==> src/rtl/vbp_pkg.sv <==
`default_nettype none

package vbp_pkg;

    localparam int unsigned STEP_W      = 16;
    localparam int unsigned PERCENT_W   = 7;
    localparam int unsigned ANGLE_W     = 8;
    localparam int unsigned CFG_ADDR_W  = 1;

    localparam logic [STEP_W-1:0] PERCENT_STEP_RESET = 16'd300;
    localparam logic [STEP_W-1:0] ANGLE_STEP_RESET   = 16'd11;

    localparam logic [PERCENT_W-1:0]      PERCENT_MAX = 7'd100;
    localparam logic signed [ANGLE_W-1:0] ANGLE_MAX   = 8'sd90;
    localparam logic signed [ANGLE_W-1:0] ANGLE_MIN   = -8'sd90;

    typedef enum logic [2:0] {
        MODE_TICK    = 3'd0,
        MODE_OPEN    = 3'd1,
        MODE_CLOSE   = 3'd2,
        MODE_STOP    = 3'd3,
        MODE_PERCENT = 3'd4,
        MODE_ANGLE   = 3'd5
    } mode_t;

    typedef enum logic [1:0] {
        DIR_STOPPED = 2'd0,
        DIR_OPENING = 2'd1,
        DIR_CLOSING = 2'd2
    } dir_t;

    typedef enum logic [CFG_ADDR_W-1:0] {
        REG_PERCENT_STEP = 1'b0,
        REG_ANGLE_STEP   = 1'b1
    } reg_idx_t;

    typedef struct packed {
        mode_t                      mode;
        logic [PERCENT_W-1:0]       goal_percent;
        logic signed [ANGLE_W-1:0]  goal_angle;
    } in_beat_t;

    typedef struct packed {
        logic [1:0]                 motion;
        logic                       open_relay;
        logic                       close_relay;
        logic [PERCENT_W-1:0]       position_percent;
        logic signed [ANGLE_W-1:0]  slat_angle;
    } out_beat_t;

    typedef struct packed {
        dir_t                       direction;
        logic [PERCENT_W-1:0]       percent_now;
        logic signed [ANGLE_W-1:0]  angle_now;
        logic [PERCENT_W-1:0]       percent_goal;
        logic                       percent_goal_held;
        logic signed [ANGLE_W-1:0]  angle_goal;
        logic                       angle_goal_held;
        logic [STEP_W-1:0]          percent_prescale;
        logic [STEP_W-1:0]          angle_prescale;
        logic                       angle_running;
    } blind_state_t;

    // start or stop: drop goals, restart both prescalers
    function automatic blind_state_t set_motion(blind_state_t s, dir_t dir);
        blind_state_t r;
        r                   = s;
        r.percent_goal_held = 1'b0;
        r.angle_goal_held   = 1'b0;
        r.direction         = dir;
        r.percent_prescale  = '0;
        r.angle_prescale    = '0;
        r.angle_running     = (dir != DIR_STOPPED);
        return r;
    endfunction

endpackage

`default_nettype wire

==> src/rtl/venetian_blind_positioner.sv <==
`default_nettype none

// Time-based position estimator for a relay-driven venetian blind. Every input
// beat (a base-time tick or an open/close/stop/go-to-percent/go-to-angle
// command) produces exactly one result beat carrying motion, both relay
// drives, the closed percentage and the slat angle. Beats pass through an
// input register and a result register with one short update step between
// them, so one beat is taken every clock unless the result consumer stalls;
// the only limit on rate is that consumer. The user must write the two step
// registers (base ticks per percent and per degree, zero treated as one)
// through the cfg port while no beat is in flight; the block does not check.
module venetian_blind_positioner (
    input  wire logic                                aclk,
    input  wire logic                                aresetn,

    input  wire logic                                s_valid,
    output logic                                     s_ready,
    input  wire vbp_pkg::in_beat_t                   s_data,

    output logic                                     m_valid,
    input  wire logic                                m_ready,
    output vbp_pkg::out_beat_t                       m_data,

    input  wire logic                                cfg_wr_en,
    input  wire logic [vbp_pkg::CFG_ADDR_W-1:0]      cfg_addr,
    input  wire logic [vbp_pkg::STEP_W-1:0]          cfg_wr_data
);

    // step registers
    logic [vbp_pkg::STEP_W-1:0] percent_step_reg;
    logic [vbp_pkg::STEP_W-1:0] angle_step_reg;

    // input register stage
    logic               in_valid_reg;
    vbp_pkg::in_beat_t  in_data_reg;

    // result register stage
    logic               out_valid_reg;
    vbp_pkg::out_beat_t out_data_reg;

    // blind state
    vbp_pkg::blind_state_t st_reg;
    vbp_pkg::blind_state_t st_next;
    vbp_pkg::out_beat_t    result_next;

    logic advance;

    // input beat moves on whenever the result slot is free or being drained
    assign advance = in_valid_reg && (!out_valid_reg || m_ready);
    assign s_ready = !in_valid_reg || advance;
    assign m_valid = out_valid_reg;
    assign m_data  = out_data_reg;

    always_ff @(posedge aclk) begin
        if (!aresetn) begin
            percent_step_reg <= vbp_pkg::PERCENT_STEP_RESET;
            angle_step_reg   <= vbp_pkg::ANGLE_STEP_RESET;
        end else if (cfg_wr_en) begin
            case (cfg_addr)
                vbp_pkg::REG_PERCENT_STEP: percent_step_reg <= cfg_wr_data;
                vbp_pkg::REG_ANGLE_STEP:   angle_step_reg   <= cfg_wr_data;
                default: ;
            endcase
        end
    end

    always_ff @(posedge aclk) begin
        if (!aresetn) begin
            in_valid_reg  <= 1'b0;
            out_valid_reg <= 1'b0;
            st_reg        <= '0;
        end else begin
            if (s_valid && s_ready) begin
                in_valid_reg <= 1'b1;
            end else if (advance) begin
                in_valid_reg <= 1'b0;
            end
            if (advance) begin
                out_valid_reg <= 1'b1;
                st_reg        <= st_next;
            end else if (m_ready) begin
                out_valid_reg <= 1'b0;
            end
        end
    end

    always_ff @(posedge aclk) begin
        if (s_valid && s_ready) begin
            in_data_reg <= s_data;
        end
        if (advance) begin
            out_data_reg <= result_next;
        end
    end

    // state update for the beat in the input register
    always_comb begin
        logic [vbp_pkg::STEP_W-1:0]         pstep;
        logic [vbp_pkg::STEP_W-1:0]         astep;
        logic [vbp_pkg::STEP_W-1:0]         pinc;
        logic [vbp_pkg::STEP_W-1:0]         ainc;
        logic [vbp_pkg::PERCENT_W-1:0]      gp;
        logic signed [vbp_pkg::ANGLE_W-1:0] ga;

        pinc  = '0;
        ainc  = '0;
        pstep = (percent_step_reg == '0) ? vbp_pkg::STEP_W'(1) : percent_step_reg;
        astep = (angle_step_reg == '0) ? vbp_pkg::STEP_W'(1) : angle_step_reg;
        gp    = (in_data_reg.goal_percent > vbp_pkg::PERCENT_MAX) ?
                vbp_pkg::PERCENT_MAX : in_data_reg.goal_percent;
        ga    = in_data_reg.goal_angle;
        if (ga > vbp_pkg::ANGLE_MAX) begin
            ga = vbp_pkg::ANGLE_MAX;
        end
        if (ga < vbp_pkg::ANGLE_MIN) begin
            ga = vbp_pkg::ANGLE_MIN;
        end

        st_next = st_reg;

        case (in_data_reg.mode)
            vbp_pkg::MODE_TICK: begin
                if (st_next.direction != vbp_pkg::DIR_STOPPED) begin
                    // percent prescaler and step
                    pinc = st_next.percent_prescale + vbp_pkg::STEP_W'(1);
                    if (pinc < pstep) begin
                        st_next.percent_prescale = pinc;
                    end else begin
                        st_next.percent_prescale = '0;
                        if (st_next.direction == vbp_pkg::DIR_CLOSING) begin
                            if (st_next.percent_now >= vbp_pkg::PERCENT_MAX) begin
                                st_next.percent_now = vbp_pkg::PERCENT_MAX;
                                st_next = vbp_pkg::set_motion(st_next, vbp_pkg::DIR_STOPPED);
                            end else begin
                                st_next.percent_now = st_next.percent_now + 7'd1;
                            end
                        end else if (st_next.direction == vbp_pkg::DIR_OPENING) begin
                            if (st_next.percent_now == '0) begin
                                st_next = vbp_pkg::set_motion(st_next, vbp_pkg::DIR_STOPPED);
                            end else begin
                                st_next.percent_now = st_next.percent_now - 7'd1;
                            end
                        end
                        if (st_next.percent_goal_held &&
                            st_next.percent_goal == st_next.percent_now) begin
                            st_next = vbp_pkg::set_motion(st_next, vbp_pkg::DIR_STOPPED);
                        end
                    end

                    // angle stage only if the percent stage left the blind moving
                    if (st_next.direction != vbp_pkg::DIR_STOPPED &&
                        st_next.angle_running) begin
                        ainc = st_next.angle_prescale + vbp_pkg::STEP_W'(1);
                        if (ainc < astep) begin
                            st_next.angle_prescale = ainc;
                        end else begin
                            st_next.angle_prescale = '0;
                            if (st_next.direction == vbp_pkg::DIR_CLOSING) begin
                                if (st_next.angle_now < vbp_pkg::ANGLE_MAX) begin
                                    st_next.angle_now = st_next.angle_now + 8'sd1;
                                end else begin
                                    st_next.angle_now     = vbp_pkg::ANGLE_MAX;
                                    st_next.angle_running = 1'b0;
                                end
                            end else if (st_next.direction == vbp_pkg::DIR_OPENING) begin
                                if (st_next.angle_now > vbp_pkg::ANGLE_MIN) begin
                                    st_next.angle_now = st_next.angle_now - 8'sd1;
                                end else begin
                                    st_next.angle_now     = vbp_pkg::ANGLE_MIN;
                                    st_next.angle_running = 1'b0;
                                end
                            end
                            if (st_next.angle_goal_held &&
                                st_next.angle_goal == st_next.angle_now) begin
                                st_next = vbp_pkg::set_motion(st_next, vbp_pkg::DIR_STOPPED);
                            end
                        end
                    end
                end
            end
            vbp_pkg::MODE_OPEN: begin
                st_next = vbp_pkg::set_motion(st_next, vbp_pkg::DIR_OPENING);
            end
            vbp_pkg::MODE_CLOSE: begin
                st_next = vbp_pkg::set_motion(st_next, vbp_pkg::DIR_CLOSING);
            end
            vbp_pkg::MODE_STOP: begin
                st_next = vbp_pkg::set_motion(st_next, vbp_pkg::DIR_STOPPED);
            end
            vbp_pkg::MODE_PERCENT: begin
                // a goal already met leaves any motion alone
                if (gp != st_next.percent_now) begin
                    st_next = vbp_pkg::set_motion(st_next, (gp > st_next.percent_now) ?
                              vbp_pkg::DIR_CLOSING : vbp_pkg::DIR_OPENING);
                    st_next.percent_goal      = gp;
                    st_next.percent_goal_held = 1'b1;
                end
            end
            vbp_pkg::MODE_ANGLE: begin
                if (ga != st_next.angle_now) begin
                    st_next = vbp_pkg::set_motion(st_next, (ga > st_next.angle_now) ?
                              vbp_pkg::DIR_CLOSING : vbp_pkg::DIR_OPENING);
                    st_next.angle_goal      = ga;
                    st_next.angle_goal_held = 1'b1;
                end
            end
            default: ;
        endcase
    end

    // result beat from the updated state
    always_comb begin
        result_next.motion           = st_next.direction;
        result_next.open_relay       = (st_next.direction == vbp_pkg::DIR_OPENING);
        result_next.close_relay      = (st_next.direction == vbp_pkg::DIR_CLOSING);
        result_next.position_percent = st_next.percent_now;
        result_next.slat_angle       = st_next.angle_now;
    end

endmodule

`default_nettype wire

==> config.mk <==
export PLATFORM = sky130hd
export DESIGN_NAME = venetian_blind_positioner
export DESIGN_NICKNAME = d
export VERILOG_FILES = /design/src/rtl/vbp_pkg.sv /design/src/rtl/venetian_blind_positioner.sv
export SDC_FILE = /design/constraint.sdc
export NUM_CORES = 1
export LEC_CHECK = 0
export BUFFER_PORTS_ARGS = -buffer_cell sky130_fd_sc_hd__buf_4
export CORE_MARGIN = 5
export CORE_UTILIZATION = 57
export CTS_BUF_LIST = sky130_fd_sc_hd__clkbuf_8
export DETAILED_ROUTE_END_ITERATION = 10
export GPL_ROUTABILITY_DRIVEN = 0
export MAX_ROUTING_LAYER = met4
export PLACE_DENSITY = 0.79
export SETUP_SLACK_MARGIN = 0.02
export SLEW_MARGIN = 30
export SYNTH_ARGS = -nofsm -noshare
export SYNTH_HDL_FRONTEND = slang
export SYNTH_SLANG_ARGS = --single-unit
==> constraint.sdc <==
create_clock -name aclk -period 7.2 [get_ports aclk]
set_clock_uncertainty 0.05 [all_clocks]
set_input_delay 0.36 -clock aclk [delete_from_list [all_inputs] [get_ports aclk]]
set_output_delay 0.36 -clock aclk [all_outputs]
set_load 0.1 [all_outputs]
# Yosys cells after proc, flatten, opt, wreduce, memory -nomap -nowiden
# Cells that the tools add are included.
[classes] addsub=6 order_cmp=10 n_eq_ne=18 muxes=51 n_bitwise=6 reduce_logical=27
[op_table] cell="67-bit 2-to-1 mux" n=11
[op_table] cell="67-bit case mux with 6 select lines" n=1
[op_table] cell="34-bit 2-to-1 mux" n=3
[op_table] cell="43-bit 2-to-1 mux" n=2
[op_table] cell="8-bit 2-to-1 mux" n=10
[op_table] cell="16-bit 2-to-1 mux" n=4
[op_table] cell="17-bit 2-to-1 mux" n=3
[op_table] cell="50-bit 2-to-1 mux" n=1
[op_table] cell="16-bit by 1-bit adder with 16-bit output, second input constant" n=2
[op_table] cell="16-bit logical NOT" n=2
[op_table] cell="16-bit less-than comparator" n=2
[op_table] cell="7-bit 2-to-1 mux" n=3
[op_table] cell="8-bit > comparator, second input constant" n=2
[op_table] cell="8-bit less-than comparator, second input constant" n=2
[op_table] cell="8-bit AND reduction" n=2
[op_table] cell="2-bit nonzero test" n=8
[op_table] cell="1-bit 2-to-1 mux" n=9
[op_table] cell="8-bit by 2-bit adder with 8-bit output, second input constant" n=1
[op_table] cell="8-bit equality test" n=1
[op_table] cell="8-bit > comparator" n=1
[op_table] cell="2-bit 2-to-1 mux" n=4
[op_table] cell="8-bit != test" n=1
[op_table] cell="8-bit by 2-bit subtractor with 8-bit output, second input constant" n=1
[op_table] cell="7-bit by 1-bit adder with 7-bit output, second input constant" n=1
[op_table] cell="21 further kinds" n=41
[word_totals] register_bits=138 in_bits=40 out_inout_bits=21 wordCells=140

# Depth between registers and ports, before layout
[depth] word_depth=29 depth_mapped=42 ltp_nobuf=37

# Least setup slack after synthesis
# OpenSTA, ideal clock, no wires.
[synth_path] kind="register to register" from="register st_reg[17] in the netlist's numbering" to="register out_data_reg, in the netlist m_data[15] (data pin)" setup_time_ns=0.255 t_arrival_ns=7.375 slack_ns=-0.480 stages_incl_launch_ff=40 synth_period_minus_slack_ns=7.680 cell_sequence="dfxtp_1 nand3_1 nor2_1 and3_1 and3_1 and3_1 and3_1 nor2b_1 or2_2 ha_1 and4_1 a221o_1 nor2_1 clkbuf_1 or2_1 buf_2 buf_2 and2_1 [... 4 more ...] nand4_1 nor2_1 nand3_1 xor2_1 nor2_1 ha_1 nand3_1 nor2_1 nand2_1 a2111o_1 a21oi_1 o21a_1 o2111a_1 nand4_1 a2111oi_2 nand4_1 a41o_1 and3b_1"
[synth_rtl] element="from (decl)" line="venetian_blind_positioner.sv:42" rtl="vbp_pkg::blind_state_t st_reg;"
[synth_rtl] element="from (signal assigned)" line="venetian_blind_positioner.sv:80" rtl="st_reg <= st_next;"
[synth_rtl] element="to (signal assigned)" line="venetian_blind_positioner.sv:92" rtl="out_data_reg <= result_next;"
[synth_rtl] element="to (decl)" line="venetian_blind_positioner.sv:39" rtl="vbp_pkg::out_beat_t out_data_reg;"

==> results.md <==
- Outcome: complete, but fails checks
- Violated checks: setup timing
- DRC: 0
- Mapped cell area: 9360 sq um
- Setup Viol. Count Final: 3
- Top-area cell type share of the netlist area: 21.6%
- Area grow syn2layout: 18.6%
- Ys async rst share: 0%
- Antenna violations before repair: 0
- Die height: 138 um
- # rows: 46
- Via count: 9,091
- Sequential share of power: 45.3%
- Max FFs per register: 67
- CTS tree: yes
- Fin crit share: 102%
- Post-DR vias/cell: 6.15
- DR iter-0 viols: 996
- Buffers on Ports: 60
- Total die area: 19,100 sq um
- Clock sinks: 138
- Slowest cell on crit path: a2111o_1
- H-tree depth: 4
- Reg-to-Reg End: m_data[15]
- Syn Inst Count: 1,167
- First-pass GRT wire length: 41.8 mm
- Die W: 138 um
- Max frequency: 137 MHz
- Final Max Tran Viols: 0
- Core area: 16,000 sq um
- HPWL after detailed placement: 17.7 mm
- Ranking of synthesized cells by area: dfxtp_1, edfxtp_1, ha_1
- Top cell by count, worst path: and3_4
- Detail Route Antenna Nets: 0
- Net load switching power: 0.524 mW
- Clk Latency, worst-skew pair: 0.46 ns
- Crit end category: register
- Synth Register Bits: 138
- Hold Path Cell Cnt: 1
- DRT Pass-1 Iters: 6
- CP startpoint kind: register
- RSZ-0062 raised after global routing: yes
- Syn_nets: 1,260
- Largest fanout on the critical path: 4
- Top Ports: 61
- Worst path max stage delay: 0.40 ns
- VDD IR-drop max: 0.000128 V
- Place WS: -0.181 ns
- Endpoints failing hold: 0
- Inserted Clock Buffers: 17
- HP Class: in2reg
- Sequential-to-total area share from yosys stat: 33.5%
- R2r startpoint: st_reg[18]
- R2R Setup Slk: -0.11 ns
- Tightest Pin Transition: 0.903 ns
- Clock Tree Buf Depth: 2
- Worst path arrival time: 7.48 ns
- Number of synthesized flops with an enable pin: 37
- CTS clk-pin slew, worst paths: 0.09 ns
- R2R depth: 36
- Final Non-Filler Cells: 1,478
- Worst Setup SP: st_reg[18]
- Root buf cell: clkbuf_8
- Met3 usage: 4.93%
- WP data required: 7.37 ns
- Global route overflow: 0
- N_diodes: 0
- Starting Density: 58.5%
- Setup TNS: -0.289 ns
- Max-cap violations: 0
- Number of global-route vias before repair: 8,676
- Final wirelength: 25.7 mm
- Critical path type: reg2reg
- Internal: 1.34 mW
- Area leader, netlist: dfxtp_1
- Layout cell share with drive strength beyond 1: 18.5%
- M2 GR Usage: 42.0%
- Avg Cell Area, Syn: 8.02 sq um
- Pwr Density: 168 nW/um^2
- Tmin final: 7.31 ns
- GRT Total Usage: 26.6%
- Warnings, synthesis: 0
- GR Layer Usage met1: 34.2%
- Leakage: 4.28 nW
- Power share of the combinational group: 16.2%
- Rel. slew slack: 39.8%
- Main synth FF type: dfxtp_1
- Sw frac: 28.1%
- Cell Count Post-Placement: 1,417
- Fillers: 1,309
- Layout Nets: 1,342
- Netlist cell types: 91
- CP endpoint: m_data[15]
- Routed length per instance: 17.4 um
- Clock power share: 38.5%
- Largest net degree at the start of global routing: 102
- Most crowded layer after global routing: met2
- Setup WS post-layout: -0.112 ns
## Yosys cell counts (all sizes together) (17+ instances only)
master and count:
nand3 45, o21ai 53, a21oi 60, dfxtp 101, nand2 171, nor2 79
nor3 26, xnor2 19, inv 61, nor2b 43, and3 19, edfxtp 37
clkbuf 52, o2111ai 18, ha 53, a21boi 74, nand2b 17
## metal layers
metal,wire (um),vias to the layer above,share of wire (%)
met3,1730,73,6.7
met4,714,0,2.8
li1,-,4378,-
met5,0,-,0
met2,11900,387,46
met1,11300,4253,44
## power by group through the flow
| stage | logic (mW) | clock network [mW] | registers [mW] |
|---|---|---|---|
| floorplan | 0.171 | 0 | 0.890 |
| global placement | 0.279 | 0 | 0.862 |
| detailed placement | 0.283 | 0 | 0.862 |
| CTS | 0.288 | 0.729 | 0.843 |
| global route | 0.328 | 0.759 | 0.846 |
| finish | 0.301 | 0.716 | 0.844 |
## placed cells by master (no fill, tap or decap), types with 11 or more instances in the layout
cell type / synthesis / final
nand2_1: 171 / 171
buf_4: 1 / 121
dfxtp_1: 101 / 96
nor2_1: 78 / 74
a21boi_0: 66 / 64
inv_1: 61 / 62
a21oi_1: 59 / 55
o21ai_0: 50 / 49
ha_1: 53 / 47
nor2b_1: 43 / 40
nand3_1: 44 / 38
edfxtp_1: 37 / 37
nor3_1: 25 / 23
clkbuf_8: 0 / 20
o2111ai_1: 18 / 18
nand2b_1: 17 / 17
xnor2_1: 19 / 17
nand4_1: 16 / 16
nor4_1: 13 / 13
or3_1: 13 / 13
a211oi_1: 13 / 13
or2_2: 15 / 13
o211ai_1: 11 / 11
and2_1: 13 / 11
a31oi_1: 11 / 11
## how the worst min path moves through the flow
stage | endpoint | slack, ns | start
final | in_data_reg[17] | 0.02 | s_data[17]
after global routing | in_data_reg[11] | -0.003 | s_data[11]
after detailed placement | st_reg[32] | 0.42 | st_reg[32]
after CTS | in_data_reg[0] | 0.0007 | s_data[0]
after global placement | st_reg[32] | 0.41 | st_reg[32]
after floorplan | angle_step_reg[0] | 0.39 | angle_step_reg[0]
## stage by stage
stage | hold WS, ns | area, sq um | util, % | power [mW]
after floorplan | 0.391 | 9410 | - | 1.06
after global placement | 0.409 | 10100 | 63.3 | 1.14
after detailed placement | 0.419 | 10100 | 63.4 | 1.14
after CTS | 0.000730 | 10800 | 67.6 | 1.86
after global routing | -0.00337 | 11100 | 69.4 | 1.93
final | 0.0166 | 11100 | 69.4 | 1.86
## repair_timing
action / CTS / global route
hold buffers: 5 / 2
endpoints found under the hold margin: 5 / 2
pin swaps: 14 / 33
gates cloned: 0 / 0
resized for setup: 23 / 32
setup buffers: 10 / 13
endpoints found under the setup margin: 24 / 45
## cells by family (layout without fill, tap and decap cells)
logic type	Yosys count	in the layout	synth area share [%]
AND/OR/NAND/NOR	495	495	26.4
AO/OA/AOI/OAI	322	322	24.5
flip-flops	138	138	33.5
multiplexers	7	7	0.815
XOR/XNOR	25	25	2.34
buffers and inverters	127	222	5.37
adder cells (fa/ha/maj)	53	53	7.08
## final cells by class
| cell class | instances | area [sq um] | share of cell area [%] |
|---|---|---|---|
| well taps | 216 | 270 | 2.43 |
| clock inverters | 12 | 169 | 1.52 |
| clock buffers | 20 | 275 | 2.48 |
| repair buffers | 128 | 978 | 8.81 |
| multi-input cells | 902 | 6030 | 54.3 |
| inverters | 62 | 233 | 2.10 |
| flip-flops and latches | 138 | 3150 | 28.4 |
## critical path: cells and delay by family (launching register included)
family                     cells  cell delay (ns)
AOI/OAI and AO/OA              8             2.09
DFF                            1             0.38
and+or+nand+nor               23             3.55
adders and majority gates      4             0.84
xor gates and xnor gates       1             0.18
No activity file was read; power rests on OpenSTA's default activity.
